$ cat src/design/follow_mode_supervisor_fsm_defines.svh
// Assertion macros for the follow-mode supervisor.
// Included by the top level only; no other dependencies.
`ifndef FOLLOW_MODE_SUPERVISOR_FSM_DEFINES_SVH
`define FOLLOW_MODE_SUPERVISOR_FSM_DEFINES_SVH

`ifndef SYNTHESIS
// Condition in the current cycle implies a consequence in the same cycle.
`define FMSF_ASSERT_SAME(lbl, ante, cons) \
  lbl: assert property (@(posedge clk) disable iff (rst) (ante) |-> (cons)) \
    else $error("follow mode supervisor: same-cycle check failed");
// Condition in the current cycle implies a consequence in the next cycle.
`define FMSF_ASSERT_NEXT(lbl, ante, cons) \
  lbl: assert property (@(posedge clk) disable iff (rst) (ante) |=> (cons)) \
    else $error("follow mode supervisor: next-cycle check failed");
`else
`define FMSF_ASSERT_SAME(lbl, ante, cons)
`define FMSF_ASSERT_NEXT(lbl, ante, cons)
`endif

`endif

$ cat src/design/fmsf_pkg.sv
// Shared types and constants of the follow-mode supervisor.
// Used by the configuration interface and by every module; depends on nothing.
`timescale 1ns / 1ps

package fmsf_pkg;

  // Depth of the queue between the front and the back part.
  localparam int QUEUE_DEPTH = 2;
  localparam int QPTR_W      = $clog2(QUEUE_DEPTH);

  // Configuration port widths.
  localparam int CFG_INDEX_W = 8;
  localparam int CFG_DATA_W  = 32;

  // Configuration register indexes.
  localparam logic [CFG_INDEX_W-1:0] REG_LINK_TIMEOUT     = 8'd0;
  localparam logic [CFG_INDEX_W-1:0] REG_LOCK_TIMEOUT     = 8'd1;
  localparam logic [CFG_INDEX_W-1:0] REG_LOST_TIMEOUT     = 8'd2;
  localparam logic [CFG_INDEX_W-1:0] REG_GUIDED_MODE_CODE = 8'd3;

  // Register reset values.
  localparam logic [30:0] LINK_TIMEOUT_RST     = 31'd1000;
  localparam logic [30:0] LOCK_TIMEOUT_RST     = 31'd5000;
  localparam logic [30:0] LOST_TIMEOUT_RST     = 31'd5000;
  localparam logic [31:0] GUIDED_MODE_CODE_RST = 32'd4;

  // Supervisor states, encoded as the result codes.
  typedef enum logic [2:0] {
    ST_NOLINK    = 3'd0,
    ST_IDLE      = 3'd1,
    ST_LOCKING   = 3'd2,
    ST_FOLLOWING = 3'd3,
    ST_LOST      = 3'd4,
    ST_HOLD      = 3'd5
  } state_t;

  // Configuration register set.
  typedef struct packed {
    logic [30:0] link_timeout;
    logic [30:0] lock_timeout;
    logic [30:0] lost_timeout;
    logic [31:0] guided_mode_code;
  } cfg_t;

  // Classified update as it travels through the queue.
  typedef struct packed {
    logic [31:0] now_time;
    logic [31:0] flight_mode;
    logic        alive;
    logic        guided;
    logic        target_valid;
  } item_t;

  // Queue status seen by the front and back parts.
  typedef struct packed {
    logic not_empty;
    logic full;
  } queue_status_t;

  // Back part status exported for checking.
  typedef struct packed {
    logic        pop;
    state_t      state;
    logic [31:0] entered_at;
  } back_status_t;

endpackage

$ cat src/design/fmsf_ifs.sv
// Handshake interfaces of the follow-mode supervisor: input, result and
// configuration channels. Depends on fmsf_pkg.
`timescale 1ns / 1ps

interface fmsf_in_if;
  logic        valid;
  logic        ready;
  logic [31:0] now_time;
  logic        heartbeat_seen;
  logic [31:0] heartbeat_time;
  logic [31:0] flight_mode;
  logic        target_valid;

  modport source (output valid, now_time, heartbeat_seen, heartbeat_time,
                  flight_mode, target_valid, input ready);
  modport sink (input valid, now_time, heartbeat_seen, heartbeat_time,
                flight_mode, target_valid, output ready);
endinterface

interface fmsf_out_if;
  logic       valid;
  logic       ready;
  logic [2:0] supervisor_state;

  modport source (output valid, supervisor_state, input ready);
  modport sink (input valid, supervisor_state, output ready);
endinterface

interface fmsf_cfg_if;
  logic                             valid;
  logic                             ready;
  logic [fmsf_pkg::CFG_INDEX_W-1:0] index;
  logic [fmsf_pkg::CFG_DATA_W-1:0]  data;

  modport source (output valid, index, data, input ready);
  modport sink (input valid, index, data, output ready);
endinterface

$ cat src/design/follow_mode_supervisor_fsm.sv
// Follow-mode supervisor: one result per update, the state after the step.
// An accepted update passes through the two-entry queue and the result
// register before its result is on the output channel; one update per cycle
// is sustained while the output channel is ready, and back-pressure holds it.
// Reset (synchronous, active high) restores the registers to 1000, 5000,
// 5000 and 4, the state to no-link and empties the queue.
`timescale 1ns / 1ps
`include "follow_mode_supervisor_fsm_defines.svh"

module follow_mode_supervisor_fsm (
  input logic        clk,
  input logic        rst,
  fmsf_in_if.sink    in_ch,
  fmsf_out_if.source out_ch,
  fmsf_cfg_if.sink   cfg
);

  fmsf_pkg::cfg_t          cfg_regs;
  fmsf_pkg::queue_status_t q_status;
  fmsf_pkg::item_t         front_item;
  fmsf_pkg::item_t         queue_item;
  fmsf_pkg::back_status_t  back_status;
  logic                    push;

  // Configuration registers; writes are always taken.
  assign cfg.ready = 1'b1;

  always_ff @(posedge clk) begin
    if (rst) begin
      cfg_regs.link_timeout     <= fmsf_pkg::LINK_TIMEOUT_RST;
      cfg_regs.lock_timeout     <= fmsf_pkg::LOCK_TIMEOUT_RST;
      cfg_regs.lost_timeout     <= fmsf_pkg::LOST_TIMEOUT_RST;
      cfg_regs.guided_mode_code <= fmsf_pkg::GUIDED_MODE_CODE_RST;
    end else if (cfg.valid) begin
      case (cfg.index)
        fmsf_pkg::REG_LINK_TIMEOUT:     cfg_regs.link_timeout     <= cfg.data[30:0];
        fmsf_pkg::REG_LOCK_TIMEOUT:     cfg_regs.lock_timeout     <= cfg.data[30:0];
        fmsf_pkg::REG_LOST_TIMEOUT:     cfg_regs.lost_timeout     <= cfg.data[30:0];
        fmsf_pkg::REG_GUIDED_MODE_CODE: cfg_regs.guided_mode_code <= cfg.data[31:0];
        default: begin
        end
      endcase
    end
  end

  // Front part: accept and classify.
  fmsf_front u_front (
    .in_ch    (in_ch),
    .cfg_regs (cfg_regs),
    .q_status (q_status),
    .push     (push),
    .item     (front_item)
  );

  // Queue between the two parts.
  fmsf_queue u_queue (
    .clk     (clk),
    .rst     (rst),
    .push    (push),
    .wr_item (front_item),
    .pop     (back_status.pop),
    .rd_item (queue_item),
    .status  (q_status)
  );

  // Back part: state machine and result register.
  fmsf_back u_back (
    .clk      (clk),
    .rst      (rst),
    .cfg_regs (cfg_regs),
    .q_status (q_status),
    .item     (queue_item),
    .out_ch   (out_ch),
    .status   (back_status)
  );

  // Every update taken by the back part shows up as a result next cycle.
  `FMSF_ASSERT_NEXT(a_pop_gives_result, back_status.pop, out_ch.valid)
  // The queue only fills up behind a result that is waiting.
  `FMSF_ASSERT_SAME(a_full_means_stalled, q_status.full, out_ch.valid)
  // The entry time moves only together with a state change.
  `FMSF_ASSERT_SAME(a_entry_time_on_change,
    back_status.entered_at != $past(back_status.entered_at),
    back_status.state != $past(back_status.state))
  // A new state is only taken when an update was consumed.
  `FMSF_ASSERT_NEXT(a_state_needs_pop, !back_status.pop,
    back_status.state == $past(back_status.state))

endmodule

$ cat src/design/fmsf_front.sv
// Front part: accepts updates and classifies link health and mode.
// Depends on fmsf_pkg and fmsf_in_if.
`timescale 1ns / 1ps

module fmsf_front (
  fmsf_in_if.sink                 in_ch,
  input  fmsf_pkg::cfg_t          cfg_regs,
  input  fmsf_pkg::queue_status_t q_status,
  output logic                    push,
  output fmsf_pkg::item_t         item
);

  logic [31:0] hb_age;
  logic        hb_fresh;

  // Accept whenever the queue has room.
  assign in_ch.ready = !q_status.full;
  assign push        = in_ch.valid && !q_status.full;

  // Heartbeat age as a signed difference; negative counts as fresh.
  assign hb_age   = in_ch.now_time - in_ch.heartbeat_time;
  assign hb_fresh = hb_age[31] || (hb_age[30:0] <= cfg_regs.link_timeout);

  // Classified record for the back part.
  always_comb begin
    item.now_time     = in_ch.now_time;
    item.flight_mode  = in_ch.flight_mode;
    item.alive        = in_ch.heartbeat_seen && hb_fresh;
    item.guided       = (in_ch.flight_mode == cfg_regs.guided_mode_code);
    item.target_valid = in_ch.target_valid;
  end

endmodule

$ cat src/design/fmsf_queue.sv
// Short FIFO between the front and back parts of the supervisor.
// Depends on fmsf_pkg.
`timescale 1ns / 1ps

module fmsf_queue (
  input  logic                    clk,
  input  logic                    rst,
  input  logic                    push,
  input  fmsf_pkg::item_t         wr_item,
  input  logic                    pop,
  output fmsf_pkg::item_t         rd_item,
  output fmsf_pkg::queue_status_t status
);

  fmsf_pkg::item_t                 mem [fmsf_pkg::QUEUE_DEPTH];
  logic [fmsf_pkg::QPTR_W-1:0]     wr_ptr;
  logic [fmsf_pkg::QPTR_W-1:0]     rd_ptr;
  logic [fmsf_pkg::QPTR_W:0]       count;

  localparam logic [fmsf_pkg::QPTR_W-1:0] LAST_PTR =
    fmsf_pkg::QPTR_W'(fmsf_pkg::QUEUE_DEPTH - 1);
  localparam logic [fmsf_pkg::QPTR_W:0] FULL_COUNT =
    (fmsf_pkg::QPTR_W + 1)'(fmsf_pkg::QUEUE_DEPTH);

  assign status.not_empty = (count != '0);
  assign status.full      = (count == FULL_COUNT);
  assign rd_item          = mem[rd_ptr];

  // Storage write.
  always_ff @(posedge clk) begin
    if (push) begin
      mem[wr_ptr] <= wr_item;
    end
  end

  // Pointers and fill count.
  always_ff @(posedge clk) begin
    if (rst) begin
      wr_ptr <= '0;
      rd_ptr <= '0;
      count  <= '0;
    end else begin
      if (push) begin
        wr_ptr <= (wr_ptr == LAST_PTR) ? '0 : wr_ptr + 1'b1;
      end
      if (pop) begin
        rd_ptr <= (rd_ptr == LAST_PTR) ? '0 : rd_ptr + 1'b1;
      end
      if (push && !pop) begin
        count <= count + 1'b1;
      end else if (pop && !push) begin
        count <= count - 1'b1;
      end
    end
  end

endmodule

$ cat src/design/fmsf_back.sv
// Back part: supervisor state machine, timeouts and the result register.
// Depends on fmsf_pkg and fmsf_out_if.
`timescale 1ns / 1ps

module fmsf_back (
  input  logic                    clk,
  input  logic                    rst,
  input  fmsf_pkg::cfg_t          cfg_regs,
  input  fmsf_pkg::queue_status_t q_status,
  input  fmsf_pkg::item_t         item,
  fmsf_out_if.source              out_ch,
  output fmsf_pkg::back_status_t  status
);

  fmsf_pkg::state_t state;
  fmsf_pkg::state_t state_next;
  logic [31:0]      entered_at;
  logic             prior_mode_valid;
  logic [31:0]      prior_mode;
  logic             out_valid;
  fmsf_pkg::state_t out_state;

  logic             pop;
  logic [31:0]      elapsed;
  logic [30:0]      timeout;
  logic             timeout_hit;
  logic             became_guided;

  // Take the next update when the result register is free or draining.
  assign pop = q_status.not_empty && (!out_valid || out_ch.ready);

  // Time in the current state against the lock or lost limit.
  assign elapsed     = item.now_time - entered_at;
  assign timeout     = (state == fmsf_pkg::ST_LOST) ? cfg_regs.lost_timeout
                                                    : cfg_regs.lock_timeout;
  assign timeout_hit = !elapsed[31] && (elapsed[30:0] >= timeout);

  assign became_guided = item.guided && prior_mode_valid &&
                         (prior_mode != cfg_regs.guided_mode_code);

  // Next-state decode.
  always_comb begin
    state_next = state;
    if (!item.alive) begin
      state_next = fmsf_pkg::ST_NOLINK;
    end else begin
      case (state)
        fmsf_pkg::ST_NOLINK: begin
          state_next = fmsf_pkg::ST_IDLE;
        end
        fmsf_pkg::ST_IDLE: begin
          if (became_guided) begin
            state_next = fmsf_pkg::ST_LOCKING;
          end
        end
        fmsf_pkg::ST_LOCKING: begin
          if (!item.guided) begin
            state_next = fmsf_pkg::ST_IDLE;
          end else if (item.target_valid) begin
            state_next = fmsf_pkg::ST_FOLLOWING;
          end else if (timeout_hit) begin
            state_next = fmsf_pkg::ST_LOST;
          end
        end
        fmsf_pkg::ST_FOLLOWING: begin
          if (!item.guided) begin
            state_next = fmsf_pkg::ST_IDLE;
          end else if (!item.target_valid) begin
            state_next = fmsf_pkg::ST_LOST;
          end
        end
        fmsf_pkg::ST_LOST: begin
          if (!item.guided) begin
            state_next = fmsf_pkg::ST_IDLE;
          end else if (item.target_valid) begin
            state_next = fmsf_pkg::ST_FOLLOWING;
          end else if (timeout_hit) begin
            state_next = fmsf_pkg::ST_HOLD;
          end
        end
        fmsf_pkg::ST_HOLD: begin
          if (!item.guided) begin
            state_next = fmsf_pkg::ST_IDLE;
          end
        end
        default: begin
          state_next = fmsf_pkg::ST_IDLE;
        end
      endcase
    end
  end

  // State, entry time and previous mode.
  always_ff @(posedge clk) begin
    if (rst) begin
      state            <= fmsf_pkg::ST_NOLINK;
      entered_at       <= '0;
      prior_mode_valid <= 1'b0;
      prior_mode       <= '0;
    end else if (pop) begin
      if (state_next != state) begin
        state      <= state_next;
        entered_at <= item.now_time;
      end
      prior_mode_valid <= item.alive;
      if (item.alive) begin
        prior_mode <= item.flight_mode;
      end
    end
  end

  // Result register.
  always_ff @(posedge clk) begin
    if (rst) begin
      out_valid <= 1'b0;
    end else if (pop) begin
      out_valid <= 1'b1;
    end else if (out_ch.ready) begin
      out_valid <= 1'b0;
    end
  end

  always_ff @(posedge clk) begin
    if (pop) begin
      out_state <= state_next;
    end
  end

  assign out_ch.valid            = out_valid;
  assign out_ch.supervisor_state = out_state;

  assign status.pop        = pop;
  assign status.state      = state;
  assign status.entered_at = entered_at;

endmodule
$ cat src/flat_wrapper.sv
// flat-port wrapper written by rule: the top's interface ports become plain ports
module follow_mode_supervisor_fsm_flat 
  (clk, rst, in_ch_valid, in_ch_now_time, in_ch_heartbeat_seen, in_ch_heartbeat_time, in_ch_flight_mode, in_ch_target_valid, in_ch_ready, out_ch_valid, out_ch_supervisor_state, out_ch_ready, cfg_valid, cfg_index, cfg_data, cfg_ready);
  fmsf_in_if in_ch_i ();
  fmsf_out_if out_ch_i ();
  fmsf_cfg_if cfg_i ();
  input logic clk;
  input logic rst;
  input wire logic [$bits(in_ch_i.valid)-1:0] in_ch_valid;
  input wire logic [$bits(in_ch_i.now_time)-1:0] in_ch_now_time;
  input wire logic [$bits(in_ch_i.heartbeat_seen)-1:0] in_ch_heartbeat_seen;
  input wire logic [$bits(in_ch_i.heartbeat_time)-1:0] in_ch_heartbeat_time;
  input wire logic [$bits(in_ch_i.flight_mode)-1:0] in_ch_flight_mode;
  input wire logic [$bits(in_ch_i.target_valid)-1:0] in_ch_target_valid;
  output wire logic [$bits(in_ch_i.ready)-1:0] in_ch_ready;
  output wire logic [$bits(out_ch_i.valid)-1:0] out_ch_valid;
  output wire logic [$bits(out_ch_i.supervisor_state)-1:0] out_ch_supervisor_state;
  input wire logic [$bits(out_ch_i.ready)-1:0] out_ch_ready;
  input wire logic [$bits(cfg_i.valid)-1:0] cfg_valid;
  input wire logic [$bits(cfg_i.index)-1:0] cfg_index;
  input wire logic [$bits(cfg_i.data)-1:0] cfg_data;
  output wire logic [$bits(cfg_i.ready)-1:0] cfg_ready;
  assign in_ch_i.valid = in_ch_valid;
  assign in_ch_i.now_time = in_ch_now_time;
  assign in_ch_i.heartbeat_seen = in_ch_heartbeat_seen;
  assign in_ch_i.heartbeat_time = in_ch_heartbeat_time;
  assign in_ch_i.flight_mode = in_ch_flight_mode;
  assign in_ch_i.target_valid = in_ch_target_valid;
  assign in_ch_ready = in_ch_i.ready;
  assign out_ch_valid = out_ch_i.valid;
  assign out_ch_supervisor_state = out_ch_i.supervisor_state;
  assign out_ch_i.ready = out_ch_ready;
  assign cfg_i.valid = cfg_valid;
  assign cfg_i.index = cfg_index;
  assign cfg_i.data = cfg_data;
  assign cfg_ready = cfg_i.ready;
  follow_mode_supervisor_fsm u_core (.clk(clk), .rst(rst), .in_ch(in_ch_i), .out_ch(out_ch_i), .cfg(cfg_i));
endmodule
$ cat config.mk
export PLATFORM = sky130hd
export DESIGN_NAME = follow_mode_supervisor_fsm_flat
export DESIGN_NICKNAME = d
export VERILOG_FILES = /design/src/design/fmsf_pkg.sv /design/src/design/fmsf_ifs.sv /design/src/design/follow_mode_supervisor_fsm.sv /design/src/design/fmsf_front.sv /design/src/design/fmsf_queue.sv /design/src/design/fmsf_back.sv /design/src/flat_wrapper.sv
export VERILOG_INCLUDE_DIRS = /design/src /design/src/design
export SDC_FILE = /design/constraint.sdc
export NUM_CORES = 1
export LEC_CHECK = 0
export ABC_AREA = 0
export BUFFER_PORTS_ARGS = -buffer_cell sky130_fd_sc_hd__clkbuf_2
export CAP_MARGIN = 20
export CORE_AREA = 2 2 193 195
export DETAILED_ROUTE_END_ITERATION = 8
export DIE_AREA = 0 0 195 197
export PLACE_DENSITY = 0.68
export SYNTH_ARGS = -nofsm -noshare
export SYNTH_HDL_FRONTEND = slang
export SYNTH_SLANG_ARGS = --single-unit
$ cat constraint.sdc
create_clock -name clk -period 17.4 [get_ports clk]
set_clock_uncertainty 0.15 [all_clocks]
set_input_delay 5.22 -clock clk [delete_from_list [all_inputs] [get_ports clk]]
set_output_delay 5.22 -clock clk [all_outputs]
set_load 0.02 [all_outputs]
---- After elaboration in Yosys (flattened, before gate mapping) ----
Memory sizes are Yosys's and may differ from the RTL's. A register that Yosys moved wholly into a read port is not among the register bits.
Cells that the tools add are included.
storage, ports and cells
  flip-flop bits (word level) ............. 201
  memories kept ........................... 1
  word-level logic and storage cells ...... 82
  output and inout port bits .............. 6
  bits in writable memories ............... 134
operators by class
  reductions and logical operators ........ 25
  muxes and demuxes ....................... 23
  $lt $le $gt $ge ......................... 2
  add/subtract/negate cells ............... 6
  eq/ne operators ......................... 12
memories
  name                words  bits a word  rd ports  clocked after memory_dff  wr ports  RTL line          text
  u_core.u_queue.mem  2      67           1         1                         1         fmsf_queue.sv:15  fmsf_pkg::item_t mem [fmsf_pkg::QUEUE_DEPTH];
operator list
  kind                                            number
  subtractor 32 bit                               2
  two-way mux 3 bit                               11
  == test 32 bit                                  1
  != test 32 bit                                  1
  >= comparator 31 bit                            1
  <= comparator 31 bit                            1
  two-way mux 31 bit                              1
  == test 8 x 2 -> 1 bit (second input constant)  2
  case mux 3 bit (5 select lines)                 1
  AND reduction 2 bit                             6
  == test 8 x 1 -> 1 bit (second input constant)  1
  logical AND 1 bit                               8
  zero test 8 bit                                 1
  two-way mux 1 bit                               8
  == test 3 x 2 -> 1 bit (second input constant)  2
  == test 3 bit (second input constant)           2
  nonzero test 2 bit                              3
  zero test 1 bit                                 5
  two-way mux 2 bit                               2
  == test 3 x 1 -> 1 bit (second input constant)  1
  != test 3 bit                                   1
  adder 1 bit (second input constant)             2
  adder 2 x 1 -> 2 bit (second input constant)    1
  == test 2 bit (second input constant)           1
  other kinds (2)                                 3

---- Logic depth before layout (Yosys ltp) ----
Gate-level depths: netlist of run 1.
  word-level depth ........................ 11
  mapped depth ............................ 27
  gate-level depth less buffers ........... 23

---- By module ----
From an unflattened synthesis of run 1, not the netlist that was laid out.
unflattened totals
  cell total of the unflattened synthesis .. 1931
  area total of the unflattened synthesis .. 19563.8 µm²
by module, submodules not included
  module                      area an instance (µm²)  times used  cells each  sequential area each (µm²)
  fmsf_back                   5874.4                  1           744         1471.4
  fmsf_queue                  5156.2                  1           230         4124.0
  follow_mode_supervisor_fsm  5026.1                  1           455         2502.4
  fmsf_front                  3507.1                  1           502         0.0

---- Worst setup path before layout of run 1 ----
OpenSTA, ideal clock, no wires.
  path type ............................... input-to-reg
  start point ............................. in in_ch_now_time[0]
  end point ............................... mem u_core.u_queue.mem[0][2] (netlist name), data pin
  path slack .............................. 8383 ps
  stages on the path ...................... 21
  arrival time ............................ 8604 ps
  data required time ...................... 16987 ps
  path through ............................ inv_1 > ha_1 > inv_1 > fa_1 > a21o_1 > a21oi_1 > nand2b_1 > a32oi_1 > o21a_1 > nand2_1 > o21ai_0 > a31oi_1 > xnor2_1 > ha_1 > nand4_1 > nor4_1 > o21ai_0 > o31ai_1 > nor3_1 > o21a_1 > o31a_1
RTL lines
  what         RTL line            text
  from (decl)  flat_wrapper.sv:10  input wire logic [$bits(in_ch_i.now_time)-1:0] in_ch_now_time;
  to (decl)    fmsf_queue.sv:15

==> results of run 1 <==
[logic make-up after synthesis]
logic type	share of synthesized area, %
AO/OA/AOI/OAI	16.5
XOR/XNOR	5.92
adder cells (fa/ha/maj)	9.02
buffers and inverters	4.52
flip-flops	45.2
multiplexers	5.96
other	0.0209
AND/OR/NAND/NOR	12.8
[synth_stat cells (all sizes together), types with 15 or more instances]
cell type | count | area (µm²)
a211oi | 101 | 908
a21o | 32 | 248
a21oi | 194 | 978
buf | 20 | 134
clkbuf | 65 | 244
dfxtp | 199 | 3980
edfxtp | 137 | 4110
ha | 126 | 1580
inv | 115 | 432
mux2 | 35 | 398
mux2i | 67 | 671
nand2 | 279 | 1050
nand2b | 17 | 106
nand4 | 23 | 144
nor2 | 92 | 345
nor3 | 19 | 95.1
nor4 | 15 | 93.8
o21ai | 39 | 195
xnor2 | 74 | 648
xor2 | 47 | 412
[worst reg2reg max path: stages, from the launching register on]
cell,delay (ps)
dfxtp_4,660
mux2_2,440
ha_1,340
nor2b_1,180
o211ai_1,290
a221oi_1,170
o311a_1,390
o311ai_1,440
a211oi_1,220
o31ai_1,520
nor4_1,100
a311o_1,300
ha_1,330
a21oi_1,140
o21ai_0,140
nor3_1,370
a31oi_1,250
and3_4,280
a221oi_4,250
buf_4,390
a21o_4,540
a211oi_2,170
[layout by cell type, fill, tap and decap left out, drive strengths merged, types with 3 or more instances in the layout]
cell type  instances
inv              116
edfxtp           137
ha               126
o31ai              7
o21bai             8
or3                4
o21ai             39
o21a              13
a21o              32
a21oi            194
xnor2             74
or2                4
a211oi           101
nor3              19
and3              11
a31oi              8
a211o             10
nand3b            14
nor2b             12
nand2b            17
dfxtp            199
o211ai             4
clkbuf           196
bufinv             3
nand3             14
mux2              35
nand4             23
and2               3
nor2              92
clkinv            15
mux2i             67
nand2            279
and4               4
buf               17
nor4              15
a221oi             4
xor2              47
[layer usage]
layer / vias up / track usage (%) / share of wire (%)
li1: 6795 / - / -
met1: 6590 / 30.9 / 44
met2: 323 / 40.5 / 48
met3: 89 / 3.66 / 5.1
met4: 8 / 8.65 / 3.4
met5: - / 0 / 0.13
[registers in the layout (all words and copies together), names as in the netlist, named ones only]
| signal | cells |
|---|---|
| u_core.u_back.entered_at | 32 |
| u_core.u_back.prior_mode_valid | 1 |
| u_core.u_queue.mem | 134 |
| u_core.u_back.out_ch.supervisor_state | 3 |
| u_core.u_queue.count | 2 |
| u_core.u_queue.rd_ptr | 1 |
| u_core.cfg_regs | 125 |
| u_core.u_back.out_ch.valid | 1 |
| u_core.u_queue.wr_ptr | 1 |
| u_core.u_back.prior_mode | 32 |
| u_core.u_back.state | 3 |
[layout make-up]
type / instances / area share [%]
clock inverters: 20 / 0.997
flip-flops and latches: 336 / 39.9
diodes: 2 / 0.0246
clock buffers: 50 / 5.31
multi-input cells: 1307 / 44.5
inverters: 115 / 2.12
repair buffers: 163 / 4.28
well taps: 468 / 2.88
[report_power, final]
| part | switching, mW | internal [mW] | leakage, nW |
|---|---|---|---|
| registers | 0.0611 | 0.950 | 2.90 |
| clock network | 0.328 | 0.484 | 0.636 |
| logic | 0.815 | 0.584 | 4.17 |
[how the worst min path moves through the flow]
stage	start	endpoint	slack (ps)	depth (start not counted)
3_3_place_gp	u_core.cfg_regs[63]	u_core.cfg_regs[63]	290	2
5_1_grt	u_core.cfg_regs[55]	u_core.cfg_regs[55]	310	2
6_report	u_core.cfg_regs[74]	u_core.cfg_regs[74]	300	2
4_1_cts	u_core.cfg_regs[80]	u_core.cfg_regs[80]	300	2
3_5_place_dp	u_core.cfg_regs[90]	u_core.cfg_regs[90]	300	2
2_1_floorplan	u_core.cfg_regs[32]	u_core.cfg_regs[32]	280	2
==> results.json, run 1 <==
{
  "synthToLayoutAreaGrowth_pct": 13.4,
  "total_of_max_cap_violations": 0,
  "detail_route.wl_per_cell_um": 18.6,
  "cts.sink_count": 336,
  "critPathSlowestCell": "a32oi_1",
  "multiInputGateArea_um2": 9050,
  "worst_setup_path_startpoint": "in_ch_now_time[0]",
  "tritoncts_buffers": 38,
  "cp_class": "in -> reg",
  "placedInstanceArea_um2": 19000,
  "route.detailed.vias_per_inst": 5.61,
  "cts-root-to-sink-buffers": 3,
  "insertion_delay_ps": 540,
  "setup_tns_ps": 0,
  "final_design_area_no_fill_um2": 20300,
  "die_w_um": 195,
  "hold_path_class": "reg -> reg",
  "rows": 70,
  "power.ir.vdd_worst_uv": 85.7,
  "post_route_fraction_of_the_period_consumed_by_the_critical_path_pct": 53.1,
  "finalNetCount": 2232,
  "grt_usage_pct": 23.8,
  "syn_inst": 1843,
  "worst-r2r-setup-slack_ps": 10140,
  "final-seq-area_um2": 8100,
  "timing.critical_path.cells": "clkbuf_2, inv_1, ha_1, inv_1, fa_1, a21o_1, a21oi_1, nand2b_1, a32oi_1, o21a_1, nand2_1, o21ai_0, a31oi_1, xnor2_1, ha_1, nand4_1, nor4_1, o21ai_0, o31ai_1, nor3_1, o21a_1, o31a_1",
  "number_of_resized_instances_in_the_post_cts_repair_step": 0,
  "crit_family": "compound AO/OA/AOI/OAI gates",
  "critical_path.n_buffers_inverters": 3,
  "clk_pin_slew_worst_paths_ps": 60,
  "report.final.setup_viol": 0,
  "dieArea_um2": 38400,
  "drt_pass1_iterations": 5,
  "synth.net_count": 2114,
  "final_period_minus_worst_setup_slack_ps": 9240,
  "drc": 0,
  "via_count_of_the_routed_design": 13800,
  "worst_path_largest_cell_delay_ps": 520,
  "synth_flop_type": "dfxtp_1",
  "first_global_vias": 13600,
  "fill_cells": 3209,
  "fin_hold_ws_ps": 302,
  "start_util_pct": 49.4,
  "gpl.final_weighted_congestion": 0.869,
  "max_slew.worst_pin.slew_ps": 1120,
  "die_height_um": 197,
  "cts_tree": "yes",
  "cts_max_level": 2,
  "p_leak_nw": 7.71,
  "endpoint_type_of_the_worst_setup_path": "flip-flop",
  "setup_ws_ps": 8160,
  "ctsHoldBuffers": 0,
  "critPathRequiredTime_ps": 17520,
  "status": "complete, no violations",
  "layoutNonFillerInstCount": 2461,
  "hpwl_mm": 32.6,
  "worstRegToRegCells": 21,
  "grt_setup_unrepaired": "false",
  "placed_cells": 2388,
  "route.antenna.remaining_nets": 0,
  "netlist_area_um2": 17900,
  "sequential_area_share_after_synthesis_pct": 45.2,
  "crit-reg2reg-capture": "u_core.u_back.entered_at[29]",
  "number_of_enable_flip_flop_cells_after_synthesis": 137,
  "worst_slew_margin_rel_pct": 25.3,
  "synth.ff_latch_count": 336,
  "timing.critical_path.from_type": "primary input",
  "final_core_utilization_pct": 56.0,
  "drt-total-wl_mm": 45.8,
  "maximum_number_of_pins_on_one_net_before_global_route_repair": 126,
  "synthArstFlopShare_pct": 0,
  "timing.final.hold_violations": 0,
  "powerDensity_nw_per_um2": 159,
  "synth.lib_cells_used.distinct": 71,
  "synthesis.area_per_instance_um2": 9.72,
  "timing.fmax_mhz": 108,
  "finalMaxSlewViolations": 0,
  "global_route_wire_length_before_repair_mm": 72.3,
  "cts_post_setup_buffers_inserted": 0,
  "cts_root_buf": "clkbuf_16",
  "place_ws_ps": 7700,
  "grt_antenna_before_repair": 5,
  "portBuffers": 147,
  "core_um2": 36300,
  "globalRoute.totalOverflow": 0,
  "post_route_cells_drive_above_1_share_pct": 15.6,
  "capture_point_of_the_critical_path": "u_core.u_queue.mem[0][2]",
  "total_power_consumption_mw": 3.22,
  "drtIter0Drc": 867,
  "cp_num_cells": 22,
  "cp_max_fo": 5,
  "yosysWarnings": 0,
  "timing.critical_path.arrival_ps": 9360,
  "design.portCount": 149
}
Note: power is estimated with default switching activity, not from simulation.
==> run 2, diff against run 1 <==
Clock period 17.4 ns to 9.14 ns, I/O delays scaled along.
==> run 2 against run 1 <==
Flip-flop and latch count unchanged. Critical path depth decreased by 1. Sequential power rose by 90%. Cell count hardly changed. Clock power grew 94%. Worst setup slack got worse by 6000 ps. Wire length increased by 0.50%. Non-clock buffer count is 1 higher. Combinational power rose by 91%.
==> results.json, run 2 (synthesized netlist as in run 1, its figures left out) <==
{
  "status": "complete, no violations",
  "gpl.final_weighted_congestion": 0.856,
  "worstRegToRegCells": 21,
  "hold_path_class": "reg -> reg",
  "layout.cells.most_common_list": "nand2_1, dfxtp_1, a21oi_1, clkbuf_2, edfxtp_1",
  "endpoint_type_of_the_worst_setup_path": "flip-flop",
  "first_global_vias": 13400,
  "timing.critical_path.cells": "mux2_2, ha_1, nor2b_1, o211ai_1, a221oi_1, o311a_1, o311ai_1, a211oi_1, o31ai_1, nor4_1, a311o_1, ha_1, a21oi_1, o21ai_0, nor3_1, a31oi_1, and3_4, a221oi_4, buf_4, a21o_4, a211oi_2",
  "worst_slew_margin_rel_pct": 26.4,
  "drtIter0Drc": 982,
  "cts-root-to-sink-buffers": 3,
  "grt_setup_unrepaired": "false",
  "cp_class": "reg -> reg",
  "ctsHoldBuffers": 0,
  "tritoncts_buffers": 38,
  "total_of_max_cap_violations": 0,
  "number_of_resized_instances_in_the_post_cts_repair_step": 0,
  "p_leak_nw": 7.72,
  "fin_hold_ws_ps": 303,
  "cp_num_cells": 21,
  "seq_power_share_pct": 31.1,
  "die_height_um": 197,
  "rows": 70,
  "post_route_fraction_of_the_period_consumed_by_the_critical_path_pct": 76.6,
  "hpwl_mm": 32.7,
  "cp_max_fo": 33,
  "pwr-share-comb_pct": 43.3,
  "maximum_number_of_pins_on_one_net_before_global_route_repair": 126,
  "max_slew.worst_pin.slew_ps": 1100,
  "insertion_delay_ps": 560,
  "portBuffers": 147,
  "worst_path_largest_cell_delay_ps": 670,
  "design.portCount": 149,
  "start_util_pct": 49.4,
  "synthToLayoutAreaGrowth_pct": 13.7,
  "power_switching_mw": 2.30,
  "global_route_wire_length_before_repair_mm": 71.4,
  "clk_pin_slew_worst_paths_ps": 60,
  "max_flop_register": "u_core.u_queue.mem",
  "timing.critical_path.from_type": "flip-flop",
  "finalNetCount": 2233,
  "route.detailed.vias_per_inst": 5.63,
  "clock_power_share_pct": 25.6,
  "critPathRequiredTime_ps": 9370,
  "detail_route.wl_per_cell_um": 18.7,
  "crit_family": "compound AO/OA/AOI/OAI gates",
  "fill_cells": 3193,
  "post_route_cells_drive_above_1_share_pct": 15.5,
  "worst_path_most_repeated_cell": "ha_1",
  "power.ir.vdd_worst_uv": 176,
  "reg_top3": "u_core.u_queue.mem x134, u_core.cfg_regs x125",
  "cts.sink_count": 336,
  "cts_post_setup_buffers_inserted": 0,
  "capture_point_of_the_critical_path": "u_core.u_back.entered_at[28]",
  "cts_max_level": 2,
  "timing.fmax_mhz": 143,
  "critPathSlowestCell": "dfxtp_4",
  "worst-r2r-setup-slack_ps": 2140,
  "drt_pass1_iterations": 5,
  "cts_tree": "yes",
  "globalRoute.totalOverflow": 0,
  "route.antenna.remaining_nets": 0,
  "via_count_of_the_routed_design": 13900,
  "drc": 0,
  "final_period_minus_worst_setup_slack_ps": 7000,
  "dieArea_um2": 38400,
  "critical_path.n_buffers_inverters": 1,
  "timing.final.hold_violations": 0,
  "largest_register_ffs": 134,
  "powerDensity_nw_per_um2": 303,
  "drt-total-wl_mm": 46.1,
  "crit-reg2reg-capture": "u_core.u_back.entered_at[28]",
  "grt_antenna_before_repair": 7,
  "report.final.setup_viol": 0,
  "cts_root_buf": "clkbuf_16",
  "setup_tns_ps": 0,
  "finalMaxSlewViolations": 0,
  "power_switching_share_pct": 37.2,
  "timing.critical_path.arrival_ps": 7230,
  "core_um2": 36300,
  "internal_power_mw": 3.88,
  "die_w_um": 195,
  "grt_usage_pct": 23.8,
  "mostFrequentLayoutCell": "nand2_1"
}
==> run 2: changes by cell type in the layout (fill, tap and decap cells not counted), sizes merged <==
cell and delta:
buf +1, clkbuf +8, clkinv -8
==> run 2: power by group through the flow <==
stage / sequential (mW) / combinational, mW / clock (mW)
5_1_grt: 1.95 / 2.99 / 1.66
3_5_place_dp: 1.96 / 2.64 / 0
4_1_cts: 1.93 / 2.67 / 1.61
6_report: 1.92 / 2.67 / 1.58
2_1_floorplan: 1.91 / 2.10 / 0
3_3_place_gp: 1.95 / 2.56 / 0
==> run 2: through the flow <==
stage,worst slack (ps),std cells,total power [mW],utilization (%),area [µm²]
2_1_floorplan,2600,1843,4.02,-,17900
3_3_place_gp,2000,2388,4.51,52.5,19000
3_5_place_dp,1830,2390,4.60,52.6,19100
4_1_cts,2250,2460,6.20,56.2,20400
5_1_grt,1640,2462,6.60,56.2,20400
6_report,2140,2462,6.18,56.2,20400
==> run 2: cell type report <==
cell class / count / area, µm² / share of cell area [%]
diodes: 2 / 5.00 / 0.0246
clock buffers: 58 / 1150 / 5.63
clock inverters: 12 / 160 / 0.786
inverters: 115 / 432 / 2.12
multi-input cells: 1307 / 9050 / 44.4
flip-flops and latches: 336 / 8100 / 39.8
well taps: 468 / 586 / 2.87
repair buffers: 164 / 890 / 4.37
==> run 2: metal layers <==
layer	vias up	part of all wire (%)	GRT usage, %
met3	87	6.3	4.53
met1	6578	43	30.6
met2	385	47	39.9
met4	10	2.8	8.68
li1	6798	-	-
met5	-	0.12	0
==> run 2: worst register-to-register path, cell delays in order (launching register included) <==
cell and delay [ps]:
dfxtp_4 670, mux2_2 420, ha_1 330, nor2b_1 160, o211ai_1 260, a221oi_1 190
o311a_1 380, o311ai_1 440, a211oi_1 210, o31ai_1 440, nor4_1 110, a311o_1 290
ha_1 320, a21oi_1 140, o21ai_0 130, nor3_1 320, a31oi_1 240, and3_4 280
a221oi_4 240, buf_4 390, a21o_4 540, a211oi_2 170
==> run 2: worst min path at each step <==
| stage | end | slack [ps] | from | depth (start not counted) |
|---|---|---|---|---|
| detailed placement | u_core.cfg_regs[68] | 300 | u_core.cfg_regs[68] | 2 |
| finish | u_core.cfg_regs[53] | 300 | u_core.cfg_regs[53] | 2 |
| floorplan | u_core.cfg_regs[32] | 280 | u_core.cfg_regs[32] | 2 |
| global placement | u_core.cfg_regs[63] | 290 | u_core.cfg_regs[63] | 2 |
| CTS | u_core.cfg_regs[52] | 300 | u_core.cfg_regs[52] | 2 |
| global route | u_core.cfg_regs[32] | 320 | u_core.cfg_regs[32] | 2 |
==> run 3, diff against run 2 <==
Settings changed: PLACE_DENSITY 0.68 to 0.7.
Clock period 9.14 ns to 6.26 ns, I/O delays scaled along.
==> run 3 against run 2 <==
Clock power rose by 49%. Cell area rose by 1.5%. Flip-flop and latch count stayed put. Fmax is 17% higher. Worst setup slack lost 1900 ps. Global-route usage grew 0.25 points. Via count rose by 1.4%. Count of clock-buffer cells in the layout shrank 4. Largest power group unchanged.
==> results.json, run 3 (synthesized netlist as in run 1, its figures left out) <==
{
  "power_switching_mw": 3.48,
  "worst_slew_margin_rel_pct": 24.1,
  "cts.sink_count": 336,
  "layoutNonFillerInstCount": 2488,
  "portBuffers": 147,
  "setup_ws_ps": 269,
  "cp_max_fo": 18,
  "dieArea_um2": 38400,
  "tritoncts_buffers": 39,
  "timing.final.hold_violations": 0,
  "final_period_minus_worst_setup_slack_ps": 5990,
  "total_of_max_cap_violations": 0,
  "report.final.setup_viol": 0,
  "power_switching_share_pct": 37.2,
  "first_global_vias": 13600,
  "cts-root-to-sink-buffers": 3,
  "start_util_pct": 49.4,
  "route.antenna.remaining_nets": 0,
  "power.ir.vdd_worst_uv": 281,
  "core_um2": 36300,
  "fill_cells": 3172,
  "drt-total-wl_mm": 46.8,
  "cts_tree": "yes",
  "pwr-share-comb_pct": 45.4,
  "drc": 0,
  "largest_register_ffs": 134,
  "critPathRequiredTime_ps": 6590,
  "globalRoute.totalOverflow": 0,
  "final_design_area_no_fill_um2": 20700,
  "placedInstanceArea_um2": 19300,
  "clock_power_share_pct": 25.0,
  "mostFrequentLayoutCell": "nand2_1",
  "route.detailed.vias_per_inst": 5.65,
  "grt_usage_pct": 24.0,
  "max_flop_register": "u_core.u_queue.mem",
  "place_ws_ps": -114,
  "post_route_fraction_of_the_period_consumed_by_the_critical_path_pct": 95.7,
  "timing.fmax_mhz": 167,
  "gpl.final_weighted_congestion": 0.901,
  "clk_pin_slew_worst_paths_ps": 60,
  "cp_class": "reg -> reg",
  "powerDensity_nw_per_um2": 453,
  "timing.critical_path.from_type": "flip-flop",
  "insertion_delay_ps": 570,
  "endpoint_type_of_the_worst_setup_path": "flip-flop",
  "cts_root_buf": "clkbuf_16",
  "finalMaxSlewViolations": 0,
  "via_count_of_the_routed_design": 14100,
  "placed_cells": 2412,
  "die_w_um": 195,
  "global_route_wire_length_before_repair_mm": 72.6,
  "finalNetCount": 2260,
  "grt_antenna_before_repair": 2,
  "maximum_number_of_pins_on_one_net_before_global_route_repair": 200,
  "hold_path_class": "reg -> reg",
  "status": "complete, no violations",
  "detail_route.wl_per_cell_um": 18.8,
  "diodes": 0,
  "layout.cells.most_common_list": "nand2_1, dfxtp_1, a21oi_1, clkbuf_2, edfxtp_1",
  "post_route_cells_drive_above_1_share_pct": 16.6,
  "synthToLayoutAreaGrowth_pct": 15.4,
  "design.portCount": 149,
  "hpwl_mm": 33.7,
  "rows": 70,
  "reg_top3": "u_core.u_queue.mem x134, u_core.cfg_regs x125",
  "timing.critical_path.arrival_ps": 6320,
  "drtIter0Drc": 1181,
  "max_slew.worst_pin.slew_ps": 1140,
  "die_height_um": 197,
  "cts_max_level": 2,
  "p_leak_nw": 7.89,
  "seq_power_share_pct": 29.6,
  "drt_pass1_iterations": 5,
  "internal_power_mw": 5.89
}
[run 3: routing by layer]
metal	part of all wire [%]	track usage [%]	wire length (µm)	vias up
li1	-	-	-	6843
met5	0.056	0	26	-
met3	5.7	4.59	2690	83
met4	2.7	7.38	1260	4
met1	44	31.6	20600	6728
met2	48	40.3	22300	395
[run 3: cell type report]
type / count / area [µm²] / area share (%)
Timing Repair Buffer: 190 / 1170 / 5.66
Inverter: 115 / 432 / 2.09
Tap cell: 468 / 586 / 2.83
Sequential cell: 336 / 8100 / 39.2
Multi-Input combinational cell: 1307 / 9060 / 43.8
Clock buffer: 54 / 1100 / 5.33
Clock inverter: 18 / 229 / 1.11
[run 3: path summary, 6_finish.rpt]
path	startpoint	end	slack, ps	cells past startpoint
min	u_core.cfg_regs[46]	u_core.cfg_regs[46]	300	2
max	flip-flop	u_core.u_back.entered_at[9]	270	25
max reg2reg	flip-flop	u_core.u_back.entered_at[9]	270	25
min reg2reg	u_core.cfg_regs[46]	u_core.cfg_regs[46]	300	2
[run 3: timing repair]
action	CTS	global route
hold buffers	0	0
buffers inserted	0	3
hold endpoints to repair	0	0
resized for setup	0	3
endpoints found under the setup margin	0	32
[run 3: critical path: stages (launching register included)]
cell       delay, ps
dfxtp_4          380
buf_12           170
mux2_2           380
ha_1             290
a211o_1          320
nor2_1           110
a221oi_1         100
o311a_1          370
o311ai_1         260
buf_4            180
a211oi_2          80
o31ai_1          290
buf_4            170
nor4_1            40
a311o_1          280
ha_1             320
a21oi_1          140
o21ai_0          160
nor3_2           310
a31oi_1          160
and3_4           250
a221oi_4         270
buf_4            190
clkbuf_16        180
a211oi_1          90
a211oi_2         230
[run 3: power groups by stage]
stage / logic, mW / registers (mW) / clock network (mW)
finish: 4.25 / 2.77 / 2.35
global route: 4.73 / 2.81 / 2.47
CTS: 4.11 / 2.77 / 2.38
detailed placement: 4.08 / 2.81 / 0
global placement: 3.94 / 2.80 / 0
floorplan: 3.07 / 2.79 / 0
[run 3: stage by stage]
stage,power (mW),util (%),hold slack (ps),setup TNS (ps)
6_report,9.37,57.0,304,0
5_1_grt,10.0,57.0,318,-11.1
4_1_cts,9.26,56.9,304,0
3_5_place_dp,6.89,53.2,296,-227
3_3_place_gp,6.74,53.1,289,0
2_1_floorplan,5.86,-,283,0
